File: src/rtl/asc_pkg.sv
// asc_pkg: shared types, constants and the permutation round of the ascon engine
// used by every module under rtl; no dependencies

package asc_pkg;

    localparam int LANE_W = 64;
    localparam int NUM_LANES = 5;
    localparam int RC_W = 4;
    localparam int CFG_IDX_W = 1;

    localparam int OPQ_DEPTH = 2;
    localparam int OUTQ_DEPTH = 2;

    localparam logic [LANE_W-1:0] ASCON_IV = 64'h80400c0600000000;
    localparam logic [LANE_W-1:0] DOMAIN_SEP = 64'h0000000000000001;
    localparam logic [RC_W-1:0] RC_FULL_FIRST = 4'd0;
    localparam logic [RC_W-1:0] RC_HALF_FIRST = 4'd6;
    localparam logic [RC_W-1:0] RC_LAST = 4'd11;

    localparam logic [CFG_IDX_W-1:0] REG_KEY0 = 1'd0;
    localparam logic [CFG_IDX_W-1:0] REG_KEY1 = 1'd1;

    typedef enum logic [2:0] {
        CMD_START = 3'd0,
        CMD_ABSORB = 3'd1,
        CMD_CLOSE_AD = 3'd2,
        CMD_ENCRYPT = 3'd3,
        CMD_DECRYPT = 3'd4,
        CMD_FINALIZE = 3'd5
    } t_cmd;

    localparam logic RESULT_TEXT = 1'b0;
    localparam logic RESULT_TAG = 1'b1;

    typedef logic [NUM_LANES-1:0][LANE_W-1:0] t_lanes;

    typedef struct packed {
        logic [2:0] cmd;
        logic [LANE_W-1:0] data_in;
        logic [LANE_W-1:0] nonce_second;
        logic is_last;
    } t_in_item;

    typedef struct packed {
        logic [LANE_W-1:0] word_out;
        logic [LANE_W-1:0] tag_second;
        logic result_kind;
    } t_out_item;

    typedef struct packed {
        t_cmd cmd;
        logic [LANE_W-1:0] data;
        logic [LANE_W-1:0] nonce;
        logic no_perm;
    } t_op;

    typedef struct packed {
        logic valid;
        logic full;
    } t_q_status;

    function automatic logic [LANE_W-1:0] asc_rotr(input logic [LANE_W-1:0] x, input int n);
        asc_rotr = (x >> n) | (x << (LANE_W - n));
    endfunction

    function automatic t_lanes asc_round(input t_lanes s, input logic [RC_W-1:0] rc);
        logic [LANE_W-1:0] x0, x1, x2, x3, x4;
        logic [LANE_W-1:0] t0, t1, t2, t3, t4;
        t_lanes r;
        x0 = s[0];
        x1 = s[1];
        x2 = s[2] ^ {{(LANE_W-2*RC_W){1'b0}}, ~rc, rc};
        x3 = s[3];
        x4 = s[4];
        x0 = x0 ^ x4;
        x4 = x4 ^ x3;
        x2 = x2 ^ x1;
        t0 = ~x0 & x1;
        t1 = ~x1 & x2;
        t2 = ~x2 & x3;
        t3 = ~x3 & x4;
        t4 = ~x4 & x0;
        x0 = x0 ^ t1;
        x1 = x1 ^ t2;
        x2 = x2 ^ t3;
        x3 = x3 ^ t4;
        x4 = x4 ^ t0;
        x1 = x1 ^ x0;
        x0 = x0 ^ x4;
        x3 = x3 ^ x2;
        x2 = ~x2;
        r[0] = x0 ^ asc_rotr(x0, 19) ^ asc_rotr(x0, 28);
        r[1] = x1 ^ asc_rotr(x1, 61) ^ asc_rotr(x1, 39);
        r[2] = x2 ^ asc_rotr(x2, 1) ^ asc_rotr(x2, 6);
        r[3] = x3 ^ asc_rotr(x3, 10) ^ asc_rotr(x3, 17);
        r[4] = x4 ^ asc_rotr(x4, 7) ^ asc_rotr(x4, 41);
        asc_round = r;
    endfunction

endpackage

File: src/rtl/asc_front.sv
// asc_front: accepts input requests, decodes the command and queues operations
// depends on asc_pkg

module asc_front (
    input  logic                i_clk,
    input  logic                i_rst_n,
    input  logic                push,
    output logic                full,
    input  asc_pkg::t_in_item   i_req,
    output asc_pkg::t_q_status  o_status,
    output asc_pkg::t_op        o_op,
    input  logic                i_op_pop
);

    localparam int Depth = asc_pkg::OPQ_DEPTH;
    localparam int PtrW = $clog2(Depth);
    localparam int CntW = $clog2(Depth + 1);

    asc_pkg::t_op r_mem [Depth];
    logic [PtrW-1:0] r_wr, r_rd, n_wr, n_rd;
    logic [CntW-1:0] r_cnt, n_cnt;
    logic w_cmd_ok, w_enq, w_deq;
    asc_pkg::t_op w_op;

    assign full = (r_cnt == CntW'(Depth));
    assign w_cmd_ok = (i_req.cmd == asc_pkg::CMD_START) || (i_req.cmd == asc_pkg::CMD_ABSORB)
        || (i_req.cmd == asc_pkg::CMD_CLOSE_AD) || (i_req.cmd == asc_pkg::CMD_ENCRYPT)
        || (i_req.cmd == asc_pkg::CMD_DECRYPT) || (i_req.cmd == asc_pkg::CMD_FINALIZE);
    assign w_enq = push && !full && w_cmd_ok;
    assign w_deq = i_op_pop && (r_cnt != '0);

    always_comb begin
        w_op.cmd = asc_pkg::t_cmd'(i_req.cmd);
        w_op.data = i_req.data_in;
        w_op.nonce = i_req.nonce_second;
        w_op.no_perm = i_req.is_last && ((i_req.cmd == asc_pkg::CMD_ENCRYPT)
            || (i_req.cmd == asc_pkg::CMD_DECRYPT));
    end

    always_comb begin
        n_wr = r_wr;
        n_rd = r_rd;
        n_cnt = r_cnt;
        if (w_enq) begin
            n_wr = (r_wr == PtrW'(Depth - 1)) ? '0 : r_wr + 1'b1;
        end
        if (w_deq) begin
            n_rd = (r_rd == PtrW'(Depth - 1)) ? '0 : r_rd + 1'b1;
        end
        if (w_enq && !w_deq) begin
            n_cnt = r_cnt + 1'b1;
        end else if (!w_enq && w_deq) begin
            n_cnt = r_cnt - 1'b1;
        end
    end

    always_ff @(posedge i_clk) begin
        if (!i_rst_n) begin
            r_wr <= '0;
            r_rd <= '0;
            r_cnt <= '0;
        end else begin
            r_wr <= n_wr;
            r_rd <= n_rd;
            r_cnt <= n_cnt;
        end
    end

    always_ff @(posedge i_clk) begin
        if (w_enq) begin
            r_mem[r_wr] <= w_op;
        end
    end

    assign o_status.valid = (r_cnt != '0);
    assign o_status.full = full;
    assign o_op = r_mem[r_rd];

endmodule

File: src/rtl/asc_back.sv
// asc_back: lane state and round sequencer, one permutation round per cycle
// depends on asc_pkg

module asc_back (
    input  logic                       i_clk,
    input  logic                       i_rst_n,
    input  logic [asc_pkg::LANE_W-1:0] i_key0,
    input  logic [asc_pkg::LANE_W-1:0] i_key1,
    input  asc_pkg::t_q_status         i_op_status,
    input  asc_pkg::t_op               i_op,
    output logic                       o_op_pop,
    input  logic                       i_res_full,
    output logic                       o_res_push,
    output asc_pkg::t_out_item         o_res
);

    typedef enum logic {
        ST_IDLE,
        ST_RUN
    } t_state_e;

    t_state_e r_state, n_state;
    asc_pkg::t_lanes r_lanes, n_lanes, w_rnd;
    logic [asc_pkg::RC_W-1:0] r_rc, n_rc;
    logic r_fin_key, n_fin_key;
    logic r_tag, n_tag;

    assign w_rnd = asc_pkg::asc_round(r_lanes, r_rc);

    always_comb begin
        n_state = r_state;
        n_lanes = r_lanes;
        n_rc = r_rc;
        n_fin_key = r_fin_key;
        n_tag = r_tag;
        o_op_pop = 1'b0;
        o_res_push = 1'b0;
        o_res = '0;
        case (r_state)
            ST_IDLE: begin
                if (i_op_status.valid && !i_res_full) begin
                    o_op_pop = 1'b1;
                    n_rc = asc_pkg::RC_HALF_FIRST;
                    n_fin_key = 1'b0;
                    n_tag = 1'b0;
                    case (i_op.cmd)
                        asc_pkg::CMD_START: begin
                            n_lanes[0] = asc_pkg::ASCON_IV;
                            n_lanes[1] = i_key0;
                            n_lanes[2] = i_key1;
                            n_lanes[3] = i_op.data;
                            n_lanes[4] = i_op.nonce;
                            n_rc = asc_pkg::RC_FULL_FIRST;
                            n_fin_key = 1'b1;
                            n_state = ST_RUN;
                        end
                        asc_pkg::CMD_ABSORB: begin
                            n_lanes[0] = r_lanes[0] ^ i_op.data;
                            n_state = ST_RUN;
                        end
                        asc_pkg::CMD_CLOSE_AD: begin
                            n_lanes[4] = r_lanes[4] ^ asc_pkg::DOMAIN_SEP;
                        end
                        asc_pkg::CMD_ENCRYPT: begin
                            n_lanes[0] = r_lanes[0] ^ i_op.data;
                            o_res_push = 1'b1;
                            o_res.word_out = r_lanes[0] ^ i_op.data;
                            o_res.result_kind = asc_pkg::RESULT_TEXT;
                            n_state = i_op.no_perm ? ST_IDLE : ST_RUN;
                        end
                        asc_pkg::CMD_DECRYPT: begin
                            n_lanes[0] = i_op.data;
                            o_res_push = 1'b1;
                            o_res.word_out = r_lanes[0] ^ i_op.data;
                            o_res.result_kind = asc_pkg::RESULT_TEXT;
                            n_state = i_op.no_perm ? ST_IDLE : ST_RUN;
                        end
                        asc_pkg::CMD_FINALIZE: begin
                            n_lanes[1] = r_lanes[1] ^ i_key0;
                            n_lanes[2] = r_lanes[2] ^ i_key1;
                            n_rc = asc_pkg::RC_FULL_FIRST;
                            n_fin_key = 1'b1;
                            n_tag = 1'b1;
                            n_state = ST_RUN;
                        end
                        default: begin
                            n_state = ST_IDLE;
                        end
                    endcase
                end
            end
            ST_RUN: begin
                n_lanes = w_rnd;
                n_rc = r_rc + 1'b1;
                if (r_rc == asc_pkg::RC_LAST) begin
                    n_state = ST_IDLE;
                    if (r_fin_key) begin
                        n_lanes[3] = w_rnd[3] ^ i_key0;
                        n_lanes[4] = w_rnd[4] ^ i_key1;
                    end
                    if (r_tag) begin
                        o_res_push = 1'b1;
                        o_res.word_out = w_rnd[3] ^ i_key0;
                        o_res.tag_second = w_rnd[4] ^ i_key1;
                        o_res.result_kind = asc_pkg::RESULT_TAG;
                    end
                end
            end
            default: begin
                n_state = ST_IDLE;
            end
        endcase
    end

    always_ff @(posedge i_clk) begin
        if (!i_rst_n) begin
            r_state <= ST_IDLE;
            r_lanes <= '0;
            r_rc <= '0;
            r_fin_key <= 1'b0;
            r_tag <= 1'b0;
        end else begin
            r_state <= n_state;
            r_lanes <= n_lanes;
            r_rc <= n_rc;
            r_fin_key <= n_fin_key;
            r_tag <= n_tag;
        end
    end

endmodule

File: src/rtl/asc_outq.sv
// asc_outq: result queue between the round sequencer and the result port
// depends on asc_pkg

module asc_outq (
    input  logic               i_clk,
    input  logic               i_rst_n,
    input  logic               i_push,
    input  asc_pkg::t_out_item i_item,
    output logic               o_full,
    output logic               empty,
    input  logic               pop,
    output asc_pkg::t_out_item o_rsp
);

    localparam int Depth = asc_pkg::OUTQ_DEPTH;
    localparam int PtrW = $clog2(Depth);
    localparam int CntW = $clog2(Depth + 1);

    asc_pkg::t_out_item r_mem [Depth];
    logic [PtrW-1:0] r_wr, r_rd, n_wr, n_rd;
    logic [CntW-1:0] r_cnt, n_cnt;
    logic w_enq, w_deq;

    assign o_full = (r_cnt == CntW'(Depth));
    assign empty = (r_cnt == '0);
    assign w_enq = i_push && !o_full;
    assign w_deq = pop && !empty;

    always_comb begin
        n_wr = r_wr;
        n_rd = r_rd;
        n_cnt = r_cnt;
        if (w_enq) begin
            n_wr = (r_wr == PtrW'(Depth - 1)) ? '0 : r_wr + 1'b1;
        end
        if (w_deq) begin
            n_rd = (r_rd == PtrW'(Depth - 1)) ? '0 : r_rd + 1'b1;
        end
        if (w_enq && !w_deq) begin
            n_cnt = r_cnt + 1'b1;
        end else if (!w_enq && w_deq) begin
            n_cnt = r_cnt - 1'b1;
        end
    end

    always_ff @(posedge i_clk) begin
        if (!i_rst_n) begin
            r_wr <= '0;
            r_rd <= '0;
            r_cnt <= '0;
        end else begin
            r_wr <= n_wr;
            r_rd <= n_rd;
            r_cnt <= n_cnt;
        end
    end

    always_ff @(posedge i_clk) begin
        if (w_enq) begin
            r_mem[r_wr] <= i_item;
        end
    end

    assign o_rsp = r_mem[r_rd];

endmodule

File: src/rtl/ascon_aead_engine.sv
// ascon_aead_engine: requests pass the operation queue, results the result queue, both registered
// the round sequencer takes no new operation until its rounds are done, one round per cycle:
// half rounds per ad or text block, full for start or finalize, none for close-ad or last text
// reset is synchronous, active low; clears lanes, key registers and both queues
// depends on asc_pkg, asc_front, asc_back, asc_outq

module ascon_aead_engine (
    input  logic                          i_clk,
    input  logic                          i_rst_n,
    input  logic                          push,
    output logic                          full,
    input  asc_pkg::t_in_item             i_req,
    output logic                          empty,
    input  logic                          pop,
    output asc_pkg::t_out_item            o_rsp,
    input  logic                          i_cfg_we,
    input  logic [asc_pkg::CFG_IDX_W-1:0] i_cfg_idx,
    input  logic [asc_pkg::LANE_W-1:0]    i_cfg_data
);

    logic [asc_pkg::LANE_W-1:0] r_key0, r_key1;
    asc_pkg::t_q_status w_op_status;
    asc_pkg::t_op w_op;
    logic w_op_pop;
    logic w_res_full, w_res_push;
    asc_pkg::t_out_item w_res;

    always_ff @(posedge i_clk) begin
        if (!i_rst_n) begin
            r_key0 <= '0;
            r_key1 <= '0;
        end else if (i_cfg_we) begin
            case (i_cfg_idx)
                asc_pkg::REG_KEY0: r_key0 <= i_cfg_data;
                asc_pkg::REG_KEY1: r_key1 <= i_cfg_data;
                default: begin
                end
            endcase
        end
    end

    asc_front u_front (
        .i_clk    (i_clk),
        .i_rst_n  (i_rst_n),
        .push     (push),
        .full     (full),
        .i_req    (i_req),
        .o_status (w_op_status),
        .o_op     (w_op),
        .i_op_pop (w_op_pop)
    );

    asc_back u_back (
        .i_clk       (i_clk),
        .i_rst_n     (i_rst_n),
        .i_key0      (r_key0),
        .i_key1      (r_key1),
        .i_op_status (w_op_status),
        .i_op        (w_op),
        .o_op_pop    (w_op_pop),
        .i_res_full  (w_res_full),
        .o_res_push  (w_res_push),
        .o_res       (w_res)
    );

    asc_outq u_outq (
        .i_clk   (i_clk),
        .i_rst_n (i_rst_n),
        .i_push  (w_res_push),
        .i_item  (w_res),
        .o_full  (w_res_full),
        .empty   (empty),
        .pop     (pop),
        .o_rsp   (o_rsp)
    );

`ifndef SYNTHESIS
    a_no_res_overflow: assert property (@(posedge i_clk) disable iff (!i_rst_n)
        w_res_push |-> !w_res_full)
        else $error("result pushed into full queue");

    a_pop_needs_op: assert property (@(posedge i_clk) disable iff (!i_rst_n)
        w_op_pop |-> w_op_status.valid)
        else $error("operation taken from empty queue");

    a_reset_clears: assert property (@(posedge i_clk)
        !i_rst_n |=> (empty && !full))
        else $error("queues not cleared by reset");
`endif

endmodule

File: config.mk
export PLATFORM = sky130hd
export DESIGN_NAME = ascon_aead_engine
export DESIGN_NICKNAME = d
export VERILOG_FILES = /design/src/rtl/asc_pkg.sv /design/src/rtl/asc_front.sv /design/src/rtl/asc_back.sv /design/src/rtl/asc_outq.sv /design/src/rtl/ascon_aead_engine.sv
export SDC_FILE = /design/constraint.sdc
export NUM_CORES = 2
export LEC_CHECK = 0
export BUFFER_PORTS_ARGS = -buffer_cell sky130_fd_sc_hd__buf_2
export CORE_MARGIN = 2
export CORE_UTILIZATION = 40
export DETAILED_ROUTE_END_ITERATION = 16
export PLACE_DENSITY = 0.68
export RECOVER_POWER = 100
export SLEW_MARGIN = 20
export SYNTH_ARGS = -nofsm -noshare
export SYNTH_HDL_FRONTEND = slang
export SYNTH_SLANG_ARGS = --single-unit
File: constraint.sdc
create_clock -name i_clk -period 11.9 [get_ports i_clk]
set_input_delay 2.38 -clock i_clk [delete_from_list [all_inputs] [get_ports i_clk]]
set_output_delay 2.38 -clock i_clk [all_outputs]
set_load 0.005 [all_outputs]
Word level (Yosys, flattened, before mapping):

Memories as Yosys holds them, arrays and structs flattened. A register that Yosys moved wholly into a read port is not among the register bits.
Cells that the tools add are included.

* bits in registers: 463
* latch bits: 0
* bits in writable memories: 522
* bits in read-only memories: 0
* bits of input ports: 202
* memories kept: 2

Memory list
* u_front.r_mem: depth 2, bits a word 132, rd ports 1, clocked after memory_dff 1, write ports 1, line asc_front.sv:19 `asc_pkg::t_op r_mem [Depth];`
* u_outq.r_mem: depth 2, bits a word 129, rd ports 1, clocked after memory_dff 1, write ports 1, line asc_outq.sv:19 `asc_pkg::t_out_item r_mem [Depth];`

* add/sub/neg operators: 9
* multipliers: 0
* divide/modulo/power cells: 0
* order comparisons: 0
* equal/unequal tests: 19
* shift-type cells: 0
* muxes and demuxes: 48
* bitwise operators: 52
* reduce and logical (&&, ||, !) cells: 42

Operators by type and width (count)
* 64-bit bitwise XOR: 26
* 320-bit one-hot mux with 2 select lines: 1
* 64-bit NOT: 6
* 64-bit AND: 5
* 320-bit two-way mux: 1
* 129-bit two-way mux: 2
* 128-bit two-way mux: 2
* 64-bit two-way mux: 4
* 128-bit one-hot mux with 2 select lines: 1
* 64-bit one-hot mux with 2 select lines: 2
* 64-bit one-hot mux with 3 select lines: 1
* 23-bit by 64-bit bitwise OR with 64-bit output: 1
* 25-bit by 64-bit bitwise OR with 64-bit output: 1
* 3-bit by 64-bit bitwise OR with 64-bit output: 1
* 36-bit by 64-bit bitwise OR with 64-bit output: 1
* 45-bit by 64-bit bitwise OR with 64-bit output: 1
* 47-bit by 64-bit bitwise OR with 64-bit output: 1
* 54-bit by 64-bit bitwise OR with 64-bit output: 1
* 57-bit by 64-bit bitwise OR with 64-bit output: 1
* 58-bit by 64-bit bitwise OR with 64-bit output: 1
* 63-bit by 64-bit bitwise OR with 64-bit output: 1
* 64-bit by 8-bit bitwise XOR with 64-bit output: 1
* 1-bit two-way mux: 23
* 2-bit AND reduction: 7
* 29 further kinds: 78

Longest topological paths before layout:

* depth after elaboration: 12
* gate-level depth with buffers: 10
* mapped depth without buffers: 8

Modules after synthesis:

Synthesis repeated with hierarchy kept, for this count alone.

* cell total of the unflattened synthesis: 5786
* area total of the unflattened synthesis: 60764.5 um2

By module, submodules not included
* asc_back: instances 1, cells an instance 4434, area an instance 36221.0 um2, seq. area each 6546.3 um2
* asc_front: instances 1, cells an instance 441, area an instance 10134.7 um2, seq. area each 8027.7 um2
* asc_outq: instances 1, cells an instance 426, area an instance 9574.2 um2, seq. area each 7847.5 um2
* ascon_aead_engine: instances 1, cells an instance 485, area an instance 4834.6 um2, seq. area each 2562.5 um2

Least setup slack after synthesis:

OpenSTA, ideal clock, no wires.

* path type: input to register
* from: input i_req[130] (netlist bit)
* to: memory u_front.r_mem[0][0] (netlist bit), enable pin
* setup time: 0.641 ns
* arrival: 8.501 ns
* path slack: 2.759 ns
* stages: 4
* cells stage by stage: nand2_1 -> nand2_1 -> nor2_1 -> nor2b_1

* word-level cells in the longest chain between the ends: 9
* elaborated cells between the ends (all ways): 14

Ends and longest elaborated chain
* from (decl): line ascon_aead_engine.sv:12 `input asc_pkg::t_in_item i_req,`
* 3-bit by 1-bit equality test with 1-bit output or 3-bit logical NOT (tied branches): line asc_front.sv:26 `assign w_cmd_ok = (i_req.cmd == asc_pkg::CMD_START) || (i_req.cmd == asc_pkg::CMD_ABSORB)`
* 1-bit logical OR: line asc_front.sv:26
* 1-bit logical OR (2 in a row): line asc_front.sv:27 `|| (i_req.cmd == asc_pkg::CMD_CLOSE_AD) || (i_req.cmd == asc_pkg::CMD_ENCRYPT)`
* 1-bit logical OR: line asc_front.sv:28 `|| (i_req.cmd == asc_pkg::CMD_DECRYPT) || (i_req.cmd == asc_pkg::CMD_FINALIZE);`
* 1-bit logical OR *: line asc_front.sv:28
* 1-bit logical AND *: line asc_front.sv:29 `assign w_enq = push && !full && w_cmd_ok;`
* via u_front.w_enq: line asc_front.sv:22 `logic w_cmd_ok, w_enq, w_deq;`
* 1-bit two-way mux *: line asc_front.sv:70 `if (w_enq) begin`
* 1-bit two-way mux (not written as such) *: line asc_front.sv:71 `r_mem[r_wr] <= w_op;`
* to (decl): line asc_front.sv:19

The timed path passes the listed nets; every way through them passes the cells marked *.

Final worst setup path:

* from: input i_rst_n
* to: register u_back.r_lanes[254] (netlist bit)

RTL lines
* from (decl): line ascon_aead_engine.sv:9 `input logic i_rst_n,`
* to (signal assigned): line asc_back.sv:124 `r_lanes <= n_lanes;`
* to (decl): line asc_back.sv:23 `asc_pkg::t_lanes r_lanes, n_lanes, w_rnd;`

No word-level cell between the ends.

==> results.py <==
metrics = {
    "clock_tree": {
        "cts_tree": "yes",
        "cts_root_buffer": "clkbuf_16",
        "post_cts_resized": 0,
        "cts_buffers": 110,
        "cts_setup_buffers": 0,
        "cts_htree_levels": 3,
        "clock_latency_ps": 780,
        "hold_buffers": 0,
        "clkTransAtPathRegs_ps": 60,
        "clock_sinks": 987,
        "cts_buffer_depth": 3,
    },
    "sta": {
        "setup_viol": 0,
        "hold_viol": 0,
        "rsz0062_at_grt": "no",
        "worstMarginPinSlew_ps": 4350,
        "slew_violations": 996,
        "period_minus_slack_ps": 8730,
        "finalCritPeriodShare_pct": 73.3,
        "finalSetupTns_ps": 0,
        "relSlewSlack_pct": -190,
        "finClkSkew_ps": 53.1,
        "max_clock_freq_ghz": 0.115,
    },
    "floorplanning": {
        "start_util_pct": 40.4,
        "dieArea_um2": 151000,
        "core_um2": 146000,
        "die_w_um": 388,
        "placementRows": 140,
        "die_y_um": 388,
        "io_pins": 333,
    },
    "placement": {
        "dpl.hpwl_um": 170000,
        "post_dp_cell_area_um2": 62300,
        "place_inst": 7703,
        "portBuffers": 332,
        "gp_congestion": 1.10,
    },
    "logic_synthesis": {
        "syn_avg_cell_area_um2": 10.3,
        "synthArstFlopShare_pct": 0,
        "ys_warn_count": 0,
        "ys_types": 81,
        "syn_nets": 6071,
        "synth_cells": 5738,
        "synth_flop_cell": "edfxtp_1",
        "yosysSeqAreaShare_pct": 42.3,
        "synth-edff-count": 522,
        "syn_area_um2": 59000,
        "ys_seq_elements": 987,
    },
    "critical_path": {
        "worstPathMaxFanout": 68,
        "critPathLaunch": "i_rst_n",
        "arrival_ps": 9310,
        "endpoint_kind": "flop",
        "r2r_slack_ps": 3230,
        "cp-start-kind": "primary input",
        "crit_required_ps": 12480,
        "critical_path_class": "primary input to flop",
        "r2r_start": "u_back.r_state",
    },
    "route": {
        "routed_wl_um": 232000,
        "detail-route-antenna-nets": 0,
        "viasPerCell": 5.90,
        "drc_errors": 0,
        "drt_iter0_drc": 5775,
        "vias": 46700,
        "drtPass1Iterations": 6,
        "wl_per_cell_um": 29.3,
    },
    "grt": {
        "grt_first_pass_wirelength_um": 323000,
        "grtUsageTotal_pct": 29.8,
        "antenna_found_initial": 15,
        "grt_max_degree": 89,
        "grt_pass1_vias": 43200,
        "grt_overflow_total": 0,
    },
    "outcome": {
        "status": "finished, violations left",
        "violations": "max-capacitance violations, max-slew violations",
    },
    "finish": {
        "drive_gt1_share_pct": 11.4,
        "stdcell_count": 7920,
        "nets": 6231,
        "layout_commonest_cell": "nand2_1",
        "area_delta_synth_final_pct": 11.5,
        "final_area_um2": 65800,
        "postLayoutCoreUtil_pct": 45.1,
        "mostFrequentLayoutCells": "nand2_1, xnor2_1, edfxtp_1",
    },
    "flow_run": {
        "max-cap-violations": 21,
    },
    "worst_hold_path": {
        "hp-start": "u_outq.r_rd",
        "holdCritPathClass": "flop to flop",
    },
}
==> registers in the layout, summed over array words and instances (netlist names), named ones only <==
signal and flops:
u_back.r_lanes 320, u_front.r_mem 264, u_outq.r_mem 258, r_key0 64, r_key1 64, u_back.r_rc 4
u_front.r_cnt 2, u_outq.r_cnt 2, u_back.r_fin_key 1, u_back.r_state 1, u_back.r_tag 1, u_front.r_rd 1
u_front.r_wr 1, u_outq.r_rd 1, u_outq.r_wr 1
==> routing by layer <==
metal  global-route usage [%]  routed length, um
met1                     39.4              92600
met2                     45.5             101000
met3                     6.84              23900
met4                     15.2              13800
met5                        0                124
==> final timing paths <==
kind	end	cells after the start
worst max-delay path	u_back.r_lanes[254]	4
worst max register to register	u_back.r_lanes[102]	6
worst min register to register	flop	2
worst min-delay path	flop	2
==> stage by stage <==
| step | hold WS [ps] | worst slack, ps |
|---|---|---|
| after CTS | 511 | 6160 |
| after global routing | 536 | 3060 |
| after detailed placement | 486 | 6750 |
| after floorplan | 472 | 2760 |
| after global placement | 489 | 6810 |
| final | 513 | 3170 |
==> kinds of logic (layout without fill, tap and decap cells) <==
kind of cell               Yosys count  count (layout)  share of synthesized area [%]
and+or+nand+nor                   1205            1205                           8.19
buffers and inverters              536             793                           3.89
DFF                                987             987                           42.3
muxes                              273             273                           4.94
adders and majority gates          162             162                           3.35
other                                0               8                              0
xor gates and xnor gates          1262            1262                           23.5
AOI/OAI and AO/OA                 1313            1313                           13.8
==> layout make-up <==
type,count,area (um^2)
diodes,8,20.0
clock buffers,131,2910
clock inverters,78,985
fillers,13700,80300
inverters,163,613
multi-input cells,4215,31800
flip-flops and latches,987,25000
well taps,1917,2400
repair buffers,421,2100
==> Yosys cell counts (all sizes together), types with 136 or more instances <==
cell type    n  share of area [%]
mux2       137                2.6
xnor2      747                 11
buf        160                1.5
a21oi      441                3.8
nor2       319                2.0
clkbuf     213                1.4
nand2      772                4.9
edfxtp     522                 27
xor2       324                4.8
mux2i      136                2.3
inv        163                1.0
o21ai      305                2.6
dfxtp      465                 16
xnor3      189                7.2
==> critical path: stages <==
cell and delay, ps:
clkbuf_1 1070, clkinvlp_2 2820, clkbuf_1 1990, a2111oi_0 960
Power is not shown: default switching activity piles up to over one toggle a cycle in this logic, so the estimate is an artifact.
